--- config.mk ---
export PLATFORM = sky130hd
export DESIGN_NAME = julia_escape_time
export DESIGN_NICKNAME = d
export VERILOG_FILES = /design/src/rtl/jet_pkg.sv /design/src/rtl/jet_cfg.sv /design/src/rtl/jet_mul.sv /design/src/rtl/jet_core.sv /design/src/rtl/julia_escape_time.sv
export SDC_FILE = /design/constraint.sdc
export NUM_CORES = 2
export LEC_CHECK = 0
export ABC_CLOCK_PERIOD_IN_PS = 14470
export BUFFER_PORTS_ARGS = -buffer_cell sky130_fd_sc_hd__buf_2
export CORE_ASPECT_RATIO = 0.9
export CORE_MARGIN = 5
export CORE_UTILIZATION = 65
export CTS_CLUSTER_SIZE = 30
export DETAILED_ROUTE_END_ITERATION = 8
export PLACE_DENSITY = 0.79
export SYNTH_ARGS = -nofsm -noshare
export SYNTH_HDL_FRONTEND = slang
export SYNTH_HIERARCHICAL = 1
export SYNTH_SLANG_ARGS = --single-unit
--- constraint.sdc ---
create_clock -name clk -period 14.47 [get_ports clk]
set_clock_uncertainty 0.15 [all_clocks]
set_input_delay 1.447 -clock clk [delete_from_list [all_inputs] [get_ports clk]]
set_output_delay 1.447 -clock clk [all_outputs]
set_load 0.05 [all_outputs]
--- src/rtl/jet_pkg.sv ---
// ----------------------------------------------------------------------------
// Julia escape-time package
// Widths, register map, reset values, shared types and sequencer states.
// ----------------------------------------------------------------------------
`default_nettype none

package jet_pkg;

    localparam int JET_FRAC_BITS  = 28;
    localparam int JET_COORD_BITS = 10;
    localparam int LIMB_BITS      = 32;

    localparam int CFG_IDX_BITS  = 3;
    localparam int CFG_DATA_BITS = 32;
    localparam int C_BITS        = 31;
    localparam int STEP_BITS     = 30;
    localparam int ITER_BITS     = 8;

    localparam logic [C_BITS-1:0]    C_REAL_RST   = 31'd0;
    localparam logic [C_BITS-1:0]    C_IMAG_RST   = 31'd268435456;
    localparam logic [STEP_BITS-1:0] STEP_X_RST   = 30'd1342177;
    localparam logic [STEP_BITS-1:0] STEP_Y_RST   = 30'd1342177;
    localparam logic [ITER_BITS-1:0] MAX_ITER_RST = 8'd255;

    typedef enum logic [CFG_IDX_BITS-1:0] {
        REG_C_REAL,
        REG_C_IMAG,
        REG_STEP_X,
        REG_STEP_Y,
        REG_MAX_ITER
    } reg_idx_t;

    typedef struct packed {
        logic [C_BITS-1:0]    c_real;
        logic [C_BITS-1:0]    c_imag;
        logic [STEP_BITS-1:0] step_x;
        logic [STEP_BITS-1:0] step_y;
        logic [ITER_BITS-1:0] max_iter;
    } cfg_t;

    typedef enum logic [1:0] {
        OP_XX,
        OP_YY,
        OP_XY
    } op_t;

    typedef struct packed {
        logic vld;
        op_t  op;
    } mul_ctl_t;

    typedef enum logic [2:0] {
        ST_IDLE,
        ST_LOAD_X,
        ST_LOAD_Y,
        ST_LOAD_END,
        ST_MUL,
        ST_CHECK,
        ST_UPDATE,
        ST_DONE
    } state_t;

endpackage

`default_nettype wire

--- src/rtl/jet_cfg.sv ---
// ----------------------------------------------------------------------------
// Julia escape-time configuration registers
// Decodes register writes and holds the Julia constant, steps and limit.
// ----------------------------------------------------------------------------
`default_nettype none

module jet_cfg
    import jet_pkg::*;
(
    input  wire logic                     clk,
    input  wire logic                     rst_n,
    input  wire logic                     cfg_valid,
    output logic                          cfg_ready,
    input  wire logic [CFG_IDX_BITS-1:0]  cfg_index,
    input  wire logic [CFG_DATA_BITS-1:0] cfg_data,
    output cfg_t                          regs
);

    cfg_t regs_reg;

    assign cfg_ready = 1'b1;
    assign regs      = regs_reg;

    always_ff @(posedge clk or negedge rst_n)
    begin
        if (!rst_n)
        begin
            regs_reg.c_real   <= C_REAL_RST;
            regs_reg.c_imag   <= C_IMAG_RST;
            regs_reg.step_x   <= STEP_X_RST;
            regs_reg.step_y   <= STEP_Y_RST;
            regs_reg.max_iter <= MAX_ITER_RST;
        end
        else if (cfg_valid)
        begin
            case (reg_idx_t'(cfg_index))
                REG_C_REAL:   regs_reg.c_real   <= cfg_data[C_BITS-1:0];
                REG_C_IMAG:   regs_reg.c_imag   <= cfg_data[C_BITS-1:0];
                REG_STEP_X:   regs_reg.step_x   <= cfg_data[STEP_BITS-1:0];
                REG_STEP_Y:   regs_reg.step_y   <= cfg_data[STEP_BITS-1:0];
                REG_MAX_ITER: regs_reg.max_iter <= cfg_data[ITER_BITS-1:0];
                default:      ;
            endcase
        end
    end

endmodule

`default_nettype wire

--- src/rtl/jet_mul.sv ---
// ----------------------------------------------------------------------------
// Julia escape-time shared multiplier
// Pipelined signed fixed-point multiply, floor-shifted by the fraction width
// (one less for x*y), from 32 by 32 partial products accumulated over cycles.
// ----------------------------------------------------------------------------
`default_nettype none

module jet_mul
    import jet_pkg::*;
#(
    parameter int FRAC_BITS = JET_FRAC_BITS,
    parameter int VAL_BITS  = FRAC_BITS + 3,
    parameter int RES_BITS  = FRAC_BITS + 7
)
(
    input  wire logic                       clk,
    input  wire logic                       rst_n,
    input  wire mul_ctl_t                   req_ctl,
    output logic                            req_ready,
    input  wire logic signed [VAL_BITS-1:0] req_a,
    input  wire logic signed [VAL_BITS-1:0] req_b,
    output mul_ctl_t                        rsp_ctl,
    output logic signed [RES_BITS-1:0]      rsp_data
);

    localparam int MAG_BITS  = VAL_BITS - 1;
    localparam int NLIMB     = (MAG_BITS + LIMB_BITS - 1) / LIMB_BITS;
    localparam int PAD_BITS  = NLIMB * LIMB_BITS;
    localparam int ACC_BITS  = 2 * PAD_BITS;
    localparam int IDX_BITS  = (NLIMB > 1) ? $clog2(NLIMB) : 1;
    localparam int POS_BITS  = $clog2(2 * NLIMB);
    localparam logic [IDX_BITS-1:0] LAST_IDX = IDX_BITS'(NLIMB - 1);

    logic [PAD_BITS-1:0]    a_mag_reg;
    logic [PAD_BITS-1:0]    b_mag_reg;
    logic                   a_vld_reg;
    logic                   a_neg_reg;
    op_t                    a_op_reg;
    logic [IDX_BITS-1:0]    i_reg;
    logic [IDX_BITS-1:0]    j_reg;

    logic [2*LIMB_BITS-1:0] p_reg;
    logic                   b_vld_reg;
    logic                   b_first_reg;
    logic                   b_last_reg;
    logic [POS_BITS-1:0]    b_pos_reg;
    logic                   b_neg_reg;
    op_t                    b_op_reg;

    logic [ACC_BITS-1:0]    acc_reg;
    logic                   c_vld_reg;
    logic                   c_neg_reg;
    op_t                    c_op_reg;

    logic                   d_vld_reg;
    op_t                    d_op_reg;
    logic signed [RES_BITS-1:0] d_data_reg;

    logic                   last_pp;
    logic                   accept;
    logic [MAG_BITS-1:0]    a_abs;
    logic [MAG_BITS-1:0]    b_abs;
    logic [LIMB_BITS-1:0]   a_limb;
    logic [LIMB_BITS-1:0]   b_limb;
    logic signed [ACC_BITS:0] prod_s;
    logic signed [ACC_BITS:0] prod_sh;

    assign last_pp   = (i_reg == LAST_IDX) && (j_reg == LAST_IDX);
    assign req_ready = !a_vld_reg || last_pp;
    assign accept    = req_ctl.vld && req_ready;

    assign a_abs  = req_a[VAL_BITS-1] ? MAG_BITS'(-req_a) : MAG_BITS'(req_a);
    assign b_abs  = req_b[VAL_BITS-1] ? MAG_BITS'(-req_b) : MAG_BITS'(req_b);
    assign a_limb = a_mag_reg[i_reg*LIMB_BITS +: LIMB_BITS];
    assign b_limb = b_mag_reg[j_reg*LIMB_BITS +: LIMB_BITS];

    assign prod_s  = c_neg_reg ? -$signed({1'b0, acc_reg}) : $signed({1'b0, acc_reg});
    assign prod_sh = (c_op_reg == OP_XY) ? (prod_s >>> (FRAC_BITS - 1))
                                         : (prod_s >>> FRAC_BITS);

    assign rsp_ctl.vld = d_vld_reg;
    assign rsp_ctl.op  = d_op_reg;
    assign rsp_data    = d_data_reg;

    always_ff @(posedge clk or negedge rst_n)
    begin
        if (!rst_n)
        begin
            a_vld_reg <= 1'b0;
            i_reg     <= '0;
            j_reg     <= '0;
            b_vld_reg <= 1'b0;
            c_vld_reg <= 1'b0;
            d_vld_reg <= 1'b0;
        end
        else
        begin
            if (accept)
            begin
                a_vld_reg <= 1'b1;
                i_reg     <= '0;
                j_reg     <= '0;
            end
            else if (a_vld_reg)
            begin
                if (last_pp)
                begin
                    a_vld_reg <= 1'b0;
                end
                else if (j_reg == LAST_IDX)
                begin
                    j_reg <= '0;
                    i_reg <= i_reg + 1'b1;
                end
                else
                begin
                    j_reg <= j_reg + 1'b1;
                end
            end
            b_vld_reg <= a_vld_reg;
            c_vld_reg <= b_vld_reg && b_last_reg;
            d_vld_reg <= c_vld_reg;
        end
    end

    always_ff @(posedge clk)
    begin
        if (accept)
        begin
            a_mag_reg <= PAD_BITS'(a_abs);
            b_mag_reg <= PAD_BITS'(b_abs);
            a_neg_reg <= req_a[VAL_BITS-1] ^ req_b[VAL_BITS-1];
            a_op_reg  <= req_ctl.op;
        end

        p_reg       <= a_limb * b_limb;
        b_first_reg <= (i_reg == '0) && (j_reg == '0);
        b_last_reg  <= last_pp;
        b_pos_reg   <= POS_BITS'(i_reg) + POS_BITS'(j_reg);
        b_neg_reg   <= a_neg_reg;
        b_op_reg    <= a_op_reg;

        if (b_vld_reg)
        begin
            acc_reg <= (b_first_reg ? '0 : acc_reg)
                     + (ACC_BITS'(p_reg) << (b_pos_reg * LIMB_BITS));
            c_neg_reg <= b_neg_reg;
            c_op_reg  <= b_op_reg;
        end

        d_op_reg   <= c_op_reg;
        d_data_reg <= prod_sh[RES_BITS-1:0];
    end

endmodule

`default_nettype wire

--- src/rtl/jet_core.sv ---
// ----------------------------------------------------------------------------
// Julia escape-time sequencer
// Maps a pixel to its start point, drives the shared multiplier through each
// iteration, updates z, tests the escape bound and holds the result.
// ----------------------------------------------------------------------------
`default_nettype none

module jet_core
    import jet_pkg::*;
#(
    parameter int FRAC_BITS  = JET_FRAC_BITS,
    parameter int COORD_BITS = JET_COORD_BITS,
    parameter int VAL_BITS   = FRAC_BITS + 3,
    parameter int RES_BITS   = FRAC_BITS + 7
)
(
    input  wire logic                       clk,
    input  wire logic                       rst_n,
    input  wire cfg_t                       cfg,
    input  wire logic                       in_valid,
    output logic                            in_ready,
    input  wire logic [COORD_BITS-1:0]      col,
    input  wire logic [COORD_BITS-1:0]      row,
    output logic                            out_valid,
    input  wire logic                       out_ready,
    output logic [ITER_BITS-1:0]            iterations,
    output logic                            escaped,
    output mul_ctl_t                        req_ctl,
    input  wire logic                       req_ready,
    output logic signed [VAL_BITS-1:0]      req_a,
    output logic signed [VAL_BITS-1:0]      req_b,
    input  wire mul_ctl_t                   rsp_ctl,
    input  wire logic signed [RES_BITS-1:0] rsp_data
);

    localparam int XW      = (FRAC_BITS + 8 > COORD_BITS + 32) ? FRAC_BITS + 8
                                                               : COORD_BITS + 32;
    localparam int SP_BITS = COORD_BITS + STEP_BITS;
    localparam logic signed [XW-1:0] ONE_X =
        {{(XW-FRAC_BITS-1){1'b0}}, 1'b1, {FRAC_BITS{1'b0}}};
    localparam logic signed [XW-1:0] LIM_X =
        {{(XW-FRAC_BITS-2){1'b0}}, {(FRAC_BITS+2){1'b1}}};
    localparam logic signed [XW-1:0] NEG_LIM_X = -LIM_X;
    localparam logic signed [RES_BITS:0] FOUR_M =
        {{(RES_BITS-FRAC_BITS-2){1'b0}}, 1'b1, {(FRAC_BITS+2){1'b0}}};
    localparam logic [1:0] ISSUE_ALL = 2'd3;

    state_t                      state_reg;
    state_t                      state_next;
    logic [1:0]                  issued_reg;
    logic [2:0]                  got_reg;
    logic                        first_reg;
    logic                        out_valid_reg;

    logic [COORD_BITS-1:0]       col_reg;
    logic [COORD_BITS-1:0]       row_reg;
    logic [SP_BITS-1:0]          sp_reg;
    logic signed [VAL_BITS-1:0]  x_reg;
    logic signed [VAL_BITS-1:0]  y_reg;
    logic signed [RES_BITS-1:0]  xx_reg;
    logic signed [RES_BITS-1:0]  yy_reg;
    logic signed [RES_BITS-1:0]  xy_reg;
    logic [ITER_BITS-1:0]        k_reg;
    logic                        esc_reg;
    logic [ITER_BITS-1:0]        iter_out_reg;
    logic                        esc_out_reg;

    logic                        out_load;
    logic signed [XW-1:0]        start_v;
    logic signed [XW-1:0]        upd_x;
    logic signed [XW-1:0]        upd_y;
    logic signed [RES_BITS:0]    mag2;
    logic                        mag2_hit;

    function automatic logic signed [VAL_BITS-1:0] sat_val(input logic signed [XW-1:0] v);
        logic signed [VAL_BITS-1:0] r;
        if (v > LIM_X)
            r = LIM_X[VAL_BITS-1:0];
        else if (v < NEG_LIM_X)
            r = NEG_LIM_X[VAL_BITS-1:0];
        else
            r = v[VAL_BITS-1:0];
        return r;
    endfunction

    assign start_v  = $signed(XW'(sp_reg)) - ONE_X;
    assign upd_x    = XW'(xx_reg) - XW'(yy_reg) + XW'($signed(cfg.c_real));
    assign upd_y    = XW'(xy_reg) + XW'($signed(cfg.c_imag));
    assign mag2     = (RES_BITS+1)'(xx_reg) + (RES_BITS+1)'(yy_reg);
    assign mag2_hit = mag2 >= FOUR_M;

    assign out_valid  = out_valid_reg;
    assign iterations = iter_out_reg;
    assign escaped    = esc_out_reg;

    always_comb
    begin
        state_next = state_reg;
        case (state_reg)
            ST_IDLE:
                if (in_valid)
                    state_next = ST_LOAD_X;
            ST_LOAD_X:
                state_next = ST_LOAD_Y;
            ST_LOAD_Y:
                state_next = ST_LOAD_END;
            ST_LOAD_END:
                state_next = (cfg.max_iter == '0) ? ST_DONE : ST_MUL;
            ST_MUL:
                if (&got_reg)
                    state_next = first_reg ? ST_UPDATE : ST_CHECK;
            ST_CHECK:
                state_next = (mag2_hit || (k_reg == cfg.max_iter)) ? ST_DONE : ST_UPDATE;
            ST_UPDATE:
                state_next = ST_MUL;
            ST_DONE:
                if (!out_valid_reg || out_ready)
                    state_next = ST_IDLE;
            default:
                state_next = ST_IDLE;
        endcase
    end

    always_comb
    begin
        in_ready    = 1'b0;
        out_load    = 1'b0;
        req_ctl.vld = 1'b0;
        req_ctl.op  = OP_XX;
        case (state_reg)
            ST_IDLE:
                in_ready = 1'b1;
            ST_MUL:
                if (issued_reg != ISSUE_ALL)
                begin
                    req_ctl.vld = 1'b1;
                    req_ctl.op  = op_t'(issued_reg);
                end
            ST_DONE:
                out_load = !out_valid_reg || out_ready;
            default:
                ;
        endcase

        case (req_ctl.op)
            OP_XX:
            begin
                req_a = x_reg;
                req_b = x_reg;
            end
            OP_YY:
            begin
                req_a = y_reg;
                req_b = y_reg;
            end
            default:
            begin
                req_a = x_reg;
                req_b = y_reg;
            end
        endcase
    end

    always_ff @(posedge clk or negedge rst_n)
    begin
        if (!rst_n)
        begin
            state_reg     <= ST_IDLE;
            issued_reg    <= '0;
            got_reg       <= '0;
            first_reg     <= 1'b0;
            out_valid_reg <= 1'b0;
        end
        else
        begin
            state_reg <= state_next;

            if ((state_reg == ST_LOAD_END) || (state_reg == ST_UPDATE))
            begin
                issued_reg <= '0;
                got_reg    <= '0;
            end
            else
            begin
                if (req_ctl.vld && req_ready)
                    issued_reg <= issued_reg + 1'b1;
                if (rsp_ctl.vld)
                    got_reg[rsp_ctl.op] <= 1'b1;
            end

            if (state_reg == ST_LOAD_END)
                first_reg <= 1'b1;
            else if (state_reg == ST_UPDATE)
                first_reg <= 1'b0;

            if (out_load)
                out_valid_reg <= 1'b1;
            else if (out_ready)
                out_valid_reg <= 1'b0;
        end
    end

    always_ff @(posedge clk)
    begin
        case (state_reg)
            ST_IDLE:
                if (in_valid)
                begin
                    col_reg <= col;
                    row_reg <= row;
                end
            ST_LOAD_X:
                sp_reg <= col_reg * cfg.step_x;
            ST_LOAD_Y:
            begin
                x_reg  <= sat_val(start_v);
                sp_reg <= row_reg * cfg.step_y;
            end
            ST_LOAD_END:
            begin
                y_reg   <= sat_val(start_v);
                k_reg   <= '0;
                esc_reg <= 1'b0;
            end
            ST_CHECK:
                esc_reg <= mag2_hit;
            ST_UPDATE:
            begin
                x_reg <= sat_val(upd_x);
                y_reg <= sat_val(upd_y);
                k_reg <= k_reg + 1'b1;
            end
            default:
                ;
        endcase

        if (rsp_ctl.vld)
        begin
            case (rsp_ctl.op)
                OP_XX:   xx_reg <= rsp_data;
                OP_YY:   yy_reg <= rsp_data;
                default: xy_reg <= rsp_data;
            endcase
        end

        if (out_load)
        begin
            iter_out_reg <= k_reg;
            esc_out_reg  <= esc_reg;
        end
    end

endmodule

`default_nettype wire

--- src/rtl/julia_escape_time.sv ---
// Julia-set escape-time pixel engine. Each input transaction is one pixel
// (col, row); the engine maps it to z = (col*step_x - 1, row*step_y - 1) in
// two's-complement fixed point with FRAC_BITS fraction bits, iterates
// z = z^2 + c, and after every iteration stops once |z|^2 >= 4 or max_iter
// iterations have run, returning the count and an escape flag. One pixel is
// in flight at a time: in_ready is low from acceptance until the result is
// loaded into the output register, which then frees the input for the next
// pixel while the result waits. Setup runs through ST_LOAD_X, ST_LOAD_Y and
// ST_LOAD_END; each iteration then sends the three products x*x, y*y and
// x*y through one shared pipelined multiplier, plus one check step (skipped
// on the first pass) and one update step. The defaults are 28 fraction bits
// and max_iter 255. With FRAC_BITS from 31 to 62 each product is built from
// four 32 by 32 partial products. Registers are to be written only while the
// engine is idle.
// ----------------------------------------------------------------------------
// Julia escape-time top level
// Configuration registers, iteration sequencer and shared multiplier.
// ----------------------------------------------------------------------------
`default_nettype none

module julia_escape_time
    import jet_pkg::*;
#(
    parameter int FRAC_BITS  = JET_FRAC_BITS,
    parameter int COORD_BITS = JET_COORD_BITS
)
(
    input  wire logic                     clk,
    input  wire logic                     rst_n,
    input  wire logic                     cfg_valid,
    output logic                          cfg_ready,
    input  wire logic [CFG_IDX_BITS-1:0]  cfg_index,
    input  wire logic [CFG_DATA_BITS-1:0] cfg_data,
    input  wire logic                     in_valid,
    output logic                          in_ready,
    input  wire logic [COORD_BITS-1:0]    col,
    input  wire logic [COORD_BITS-1:0]    row,
    output logic                          out_valid,
    input  wire logic                     out_ready,
    output logic [ITER_BITS-1:0]          iterations,
    output logic                          escaped
);

    localparam int VAL_BITS = FRAC_BITS + 3;
    localparam int RES_BITS = FRAC_BITS + 7;

    cfg_t                       regs;
    mul_ctl_t                   req_ctl;
    logic                       req_ready;
    logic signed [VAL_BITS-1:0] req_a;
    logic signed [VAL_BITS-1:0] req_b;
    mul_ctl_t                   rsp_ctl;
    logic signed [RES_BITS-1:0] rsp_data;

    jet_cfg u_cfg (
        .clk       (clk),
        .rst_n     (rst_n),
        .cfg_valid (cfg_valid),
        .cfg_ready (cfg_ready),
        .cfg_index (cfg_index),
        .cfg_data  (cfg_data),
        .regs      (regs)
    );

    jet_mul #(
        .FRAC_BITS (FRAC_BITS),
        .VAL_BITS  (VAL_BITS),
        .RES_BITS  (RES_BITS)
    ) u_mul (
        .clk       (clk),
        .rst_n     (rst_n),
        .req_ctl   (req_ctl),
        .req_ready (req_ready),
        .req_a     (req_a),
        .req_b     (req_b),
        .rsp_ctl   (rsp_ctl),
        .rsp_data  (rsp_data)
    );

    jet_core #(
        .FRAC_BITS  (FRAC_BITS),
        .COORD_BITS (COORD_BITS),
        .VAL_BITS   (VAL_BITS),
        .RES_BITS   (RES_BITS)
    ) u_core (
        .clk        (clk),
        .rst_n      (rst_n),
        .cfg        (regs),
        .in_valid   (in_valid),
        .in_ready   (in_ready),
        .col        (col),
        .row        (row),
        .out_valid  (out_valid),
        .out_ready  (out_ready),
        .iterations (iterations),
        .escaped    (escaped),
        .req_ctl    (req_ctl),
        .req_ready  (req_ready),
        .req_a      (req_a),
        .req_b      (req_b),
        .rsp_ctl    (rsp_ctl),
        .rsp_data   (rsp_data)
    );

endmodule

`default_nettype wire

==> reports/qor.csv <==
metric,value,unit
status,"complete, no violations",
reg-to-reg startpoint,u_mul/i_reg,
Clock Tree Root,clkbuf_16,
largest net degree at the start of global routing,68,
IO Pins,72,
Post-Syn Area per Cell,9.565,µm²
GPL Wtd Cong,1.014,
worst-margin pin slew,1.406,ns
Routed Antenna Nets,0,
Crit Path Max Fanout,33,
WHS Path Cells,0,
GRT Util Overall,34.45,%
Die Y,350.8,µm
Area Growth Syn to Fin,4.373,%
num rows,125,
Initial DRT Pass Iterations,8,
post-layout min period,9.718,ns
fin crit share,67.16,%
Post-CTS Resized,0,
#FFs+latches synth,624,
R2R cell count,25,
first-pass GRT wire length,365100,µm
vias after detailed routing,62276,
Synth Instances,8768,
met1 Usage GRT,46.52,%
Congestion Overflow GR,0,
"Clk Latency, worst-skew pair",0.69,ns
number of fill cells,9756,
hpwl dp,178300,µm
"CTS clk-pin slew, worst paths",0.06,ns
FMAX,102.9,MHz
RSZ-0062 raised after global routing,false,
Post-Route WL,231300,µm
final setup fails,0,
cts bufs inserted,66,
Arrival @ worst endpoint,10.17,ns
die area,136300,µm²
slew margin rel.,5.565,%
H-tree depth,3,
ys flop type,edfxtp_1,
Yosys cell types,96,
vias in the first global route,64524,
DR DRC count,0,
Buf/Inv on CP,5,
# Max-Cap Violations,0,
Post-synth EDFFs,374,
critical path class,flop to flop,
sequential share of the synthesized area,20.27,%
grt peak-use layer,met2,
Min-Delay Startpoint,u_mul/a_op_reg[1],
share of layout cells above drive strength 1,7.021,%
CTS sink cnt,624,
Final Hold Viols,0,
Critical Path Max Stage Delay,0.98,ns
layout net count,10439,
setup TNS,0,ns
port buffer count,69,
number of flip-flops in the largest register,130,
routed wire length per instance,22.49,µm
Iter 0 DRT Violations,5693,
met2 usage,53.33,%
Hold Path Sink,u_mul/b_op_reg[1],
worst r2r dst,u_mul/p_reg[61],
CP required,14.92,ns
die width,388.6,µm
Initial Util,65.23,%
Worst Setup Start Kind,flop,
Crit path top cell by count,fa_1,
"Hold-fix buffers, CTS",0,
CTS tree,done,
slowest CP cell,nor2b_4,
Hold Crit Class,flop to flop,
"Slew Viols, Final",0,
Worst setup EP type,flop,
Multi-input gate area,59730,µm²
Synth Cell Area,83860,µm²
ys async rst share,23.24,%
GR met3 Demand/Resource,8.132,%
core area,128600,µm²
Top Family by Delay on Critical Path,adder cells,
initial antenna violation count,27,
synth warn,6,
Storage cell area,17010,µm²
Syn Nets,10700,
"most common cell after layout, fill and taps aside",inv_1,
via/cell ratio,6.056,
most frequent cells in the layout,"1449 x inv_1, 1265 x fa_1, 913 x nand2_1",
Max clock buf depth,3,
Post-CTS Setup Repair Bufs,0,
FF-to-FF setup slack,4.75,ns
==> routing by layer <==
metal  up-vias  routed length, µm
met5         -                119
met4        18              12850
met3       602              23120
met2      2984             102700
met1     31202              92540
li1      27470                  -
==> cell usage after synthesis (21+ instances only) <==
library cell | count | area (µm²)
inv_1 | 1449 | 5439
fa_1 | 1265 | 25320
nand2_1 | 913 | 3427
and2_1 | 861 | 5386
ha_1 | 607 | 7595
clkbuf_1 | 443 | 1663
edfxtp_1 | 374 | 11230
a21oi_1 | 332 | 1662
o21ai_0 | 253 | 1266
mux2_2 | 219 | 2466
nor2_1 | 215 | 807.0
xnor2_1 | 199 | 1743
a21o_1 | 169 | 1269
nor2b_1 | 156 | 975.9
xor2_1 | 132 | 1156
dfrtp_1 | 114 | 2853
dfxtp_1 | 105 | 2102
nand3_1 | 93 | 465.5
nand4_1 | 68 | 425.4
a211oi_1 | 62 | 465.5
nand2b_1 | 51 | 319.1
o211ai_1 | 46 | 345.3
o21bai_1 | 40 | 300.3
and3_1 | 39 | 244.0
nor3_1 | 39 | 195.2
a31oi_1 | 38 | 237.7
o21a_1 | 38 | 285.3
o31ai_1 | 35 | 262.8
dfstp_2 | 31 | 814.5
or3_1 | 26 | 162.7
nor4_1 | 24 | 150.1
or2_2 | 21 | 131.4
==> stage by stage <==
step,hold WS (ns),util (%),setup slack (ns),area [µm²],instances
floorplan,0.1733,-,6.370,83860,8768
global placement,0.1739,66.30,4.948,85230,10153
detailed placement,0.1879,66.30,4.874,85230,10153
CTS,0.1997,68.07,4.843,87510,10274
global route,0.2022,68.07,4.442,87510,10275
finish,0.1982,68.08,4.752,87530,10284
==> how the worst max path moves through the flow <==
stage | slack, ns | startpoint | cells after the start | to
after floorplan | 6.37 | u_mul/i_reg | 26 | u_mul/p_reg[61]
after global placement | 4.95 | u_mul/i_reg | 24 | u_mul/p_reg[57]
after detailed placement | 4.87 | u_mul/i_reg | 25 | u_mul/p_reg[61]
after CTS | 4.84 | u_mul/i_reg | 25 | u_mul/p_reg[61]
after global routing | 4.44 | u_mul/i_reg | 26 | u_mul/p_reg[58]
final | 4.75 | u_mul/i_reg | 25 | u_mul/p_reg[61]
==> area by class of cell <==
type | instances | area share, %
clock inverter | 28 | 0.4060
sequential | 624 | 19.43
inverter | 1449 | 6.214
timing repair buffer | 144 | 1.045
multi-input combinational | 6222 | 68.24
clock buffer | 93 | 2.193
tap | 1714 | 2.450
antenna | 10 | 0.02859
==> cells by family (layout without fill, tap and decap cells) <==
kind of cell	after synthesis	after routing	synth area share [%]
adders and majority gates	1872	1872	39.25
buffers and inverters	1922	1714	8.738
xor gates and xnor gates	331	331	3.457
muxes	231	231	3.090
DFF	624	624	20.27
other	1	11	0.004472
AOI/OAI and AO/OA	1213	1213	9.320
and+or+nand+nor	2574	2574	15.87
==> worst reg2reg max path: stages (launching register included) <==
cell and delay, ns:
dfrtp_2 0.39, buf_4 0.31, nor2b_4 1.05, and2_1 0.29
fa_1 0.45, fa_1 0.53, inv_1 0.06, fa_1 0.41
fa_1 0.55, inv_1 0.06, fa_1 0.57, fa_1 0.44
fa_1 0.56, inv_1 0.07, fa_1 0.48, inv_1 0.04
ha_1 0.42, nand2_1 0.11, or4_1 0.51, or3_1 0.32
o21a_1 0.25, o21a_1 0.23, o41ai_1 0.62, o221ai_1 0.33
o21ai_0 0.28, xor2_1 0.17
Power is left out: the tool's default activity adds up to more than one toggle a clock period on the data nets, which glitch-free logic cannot reach.
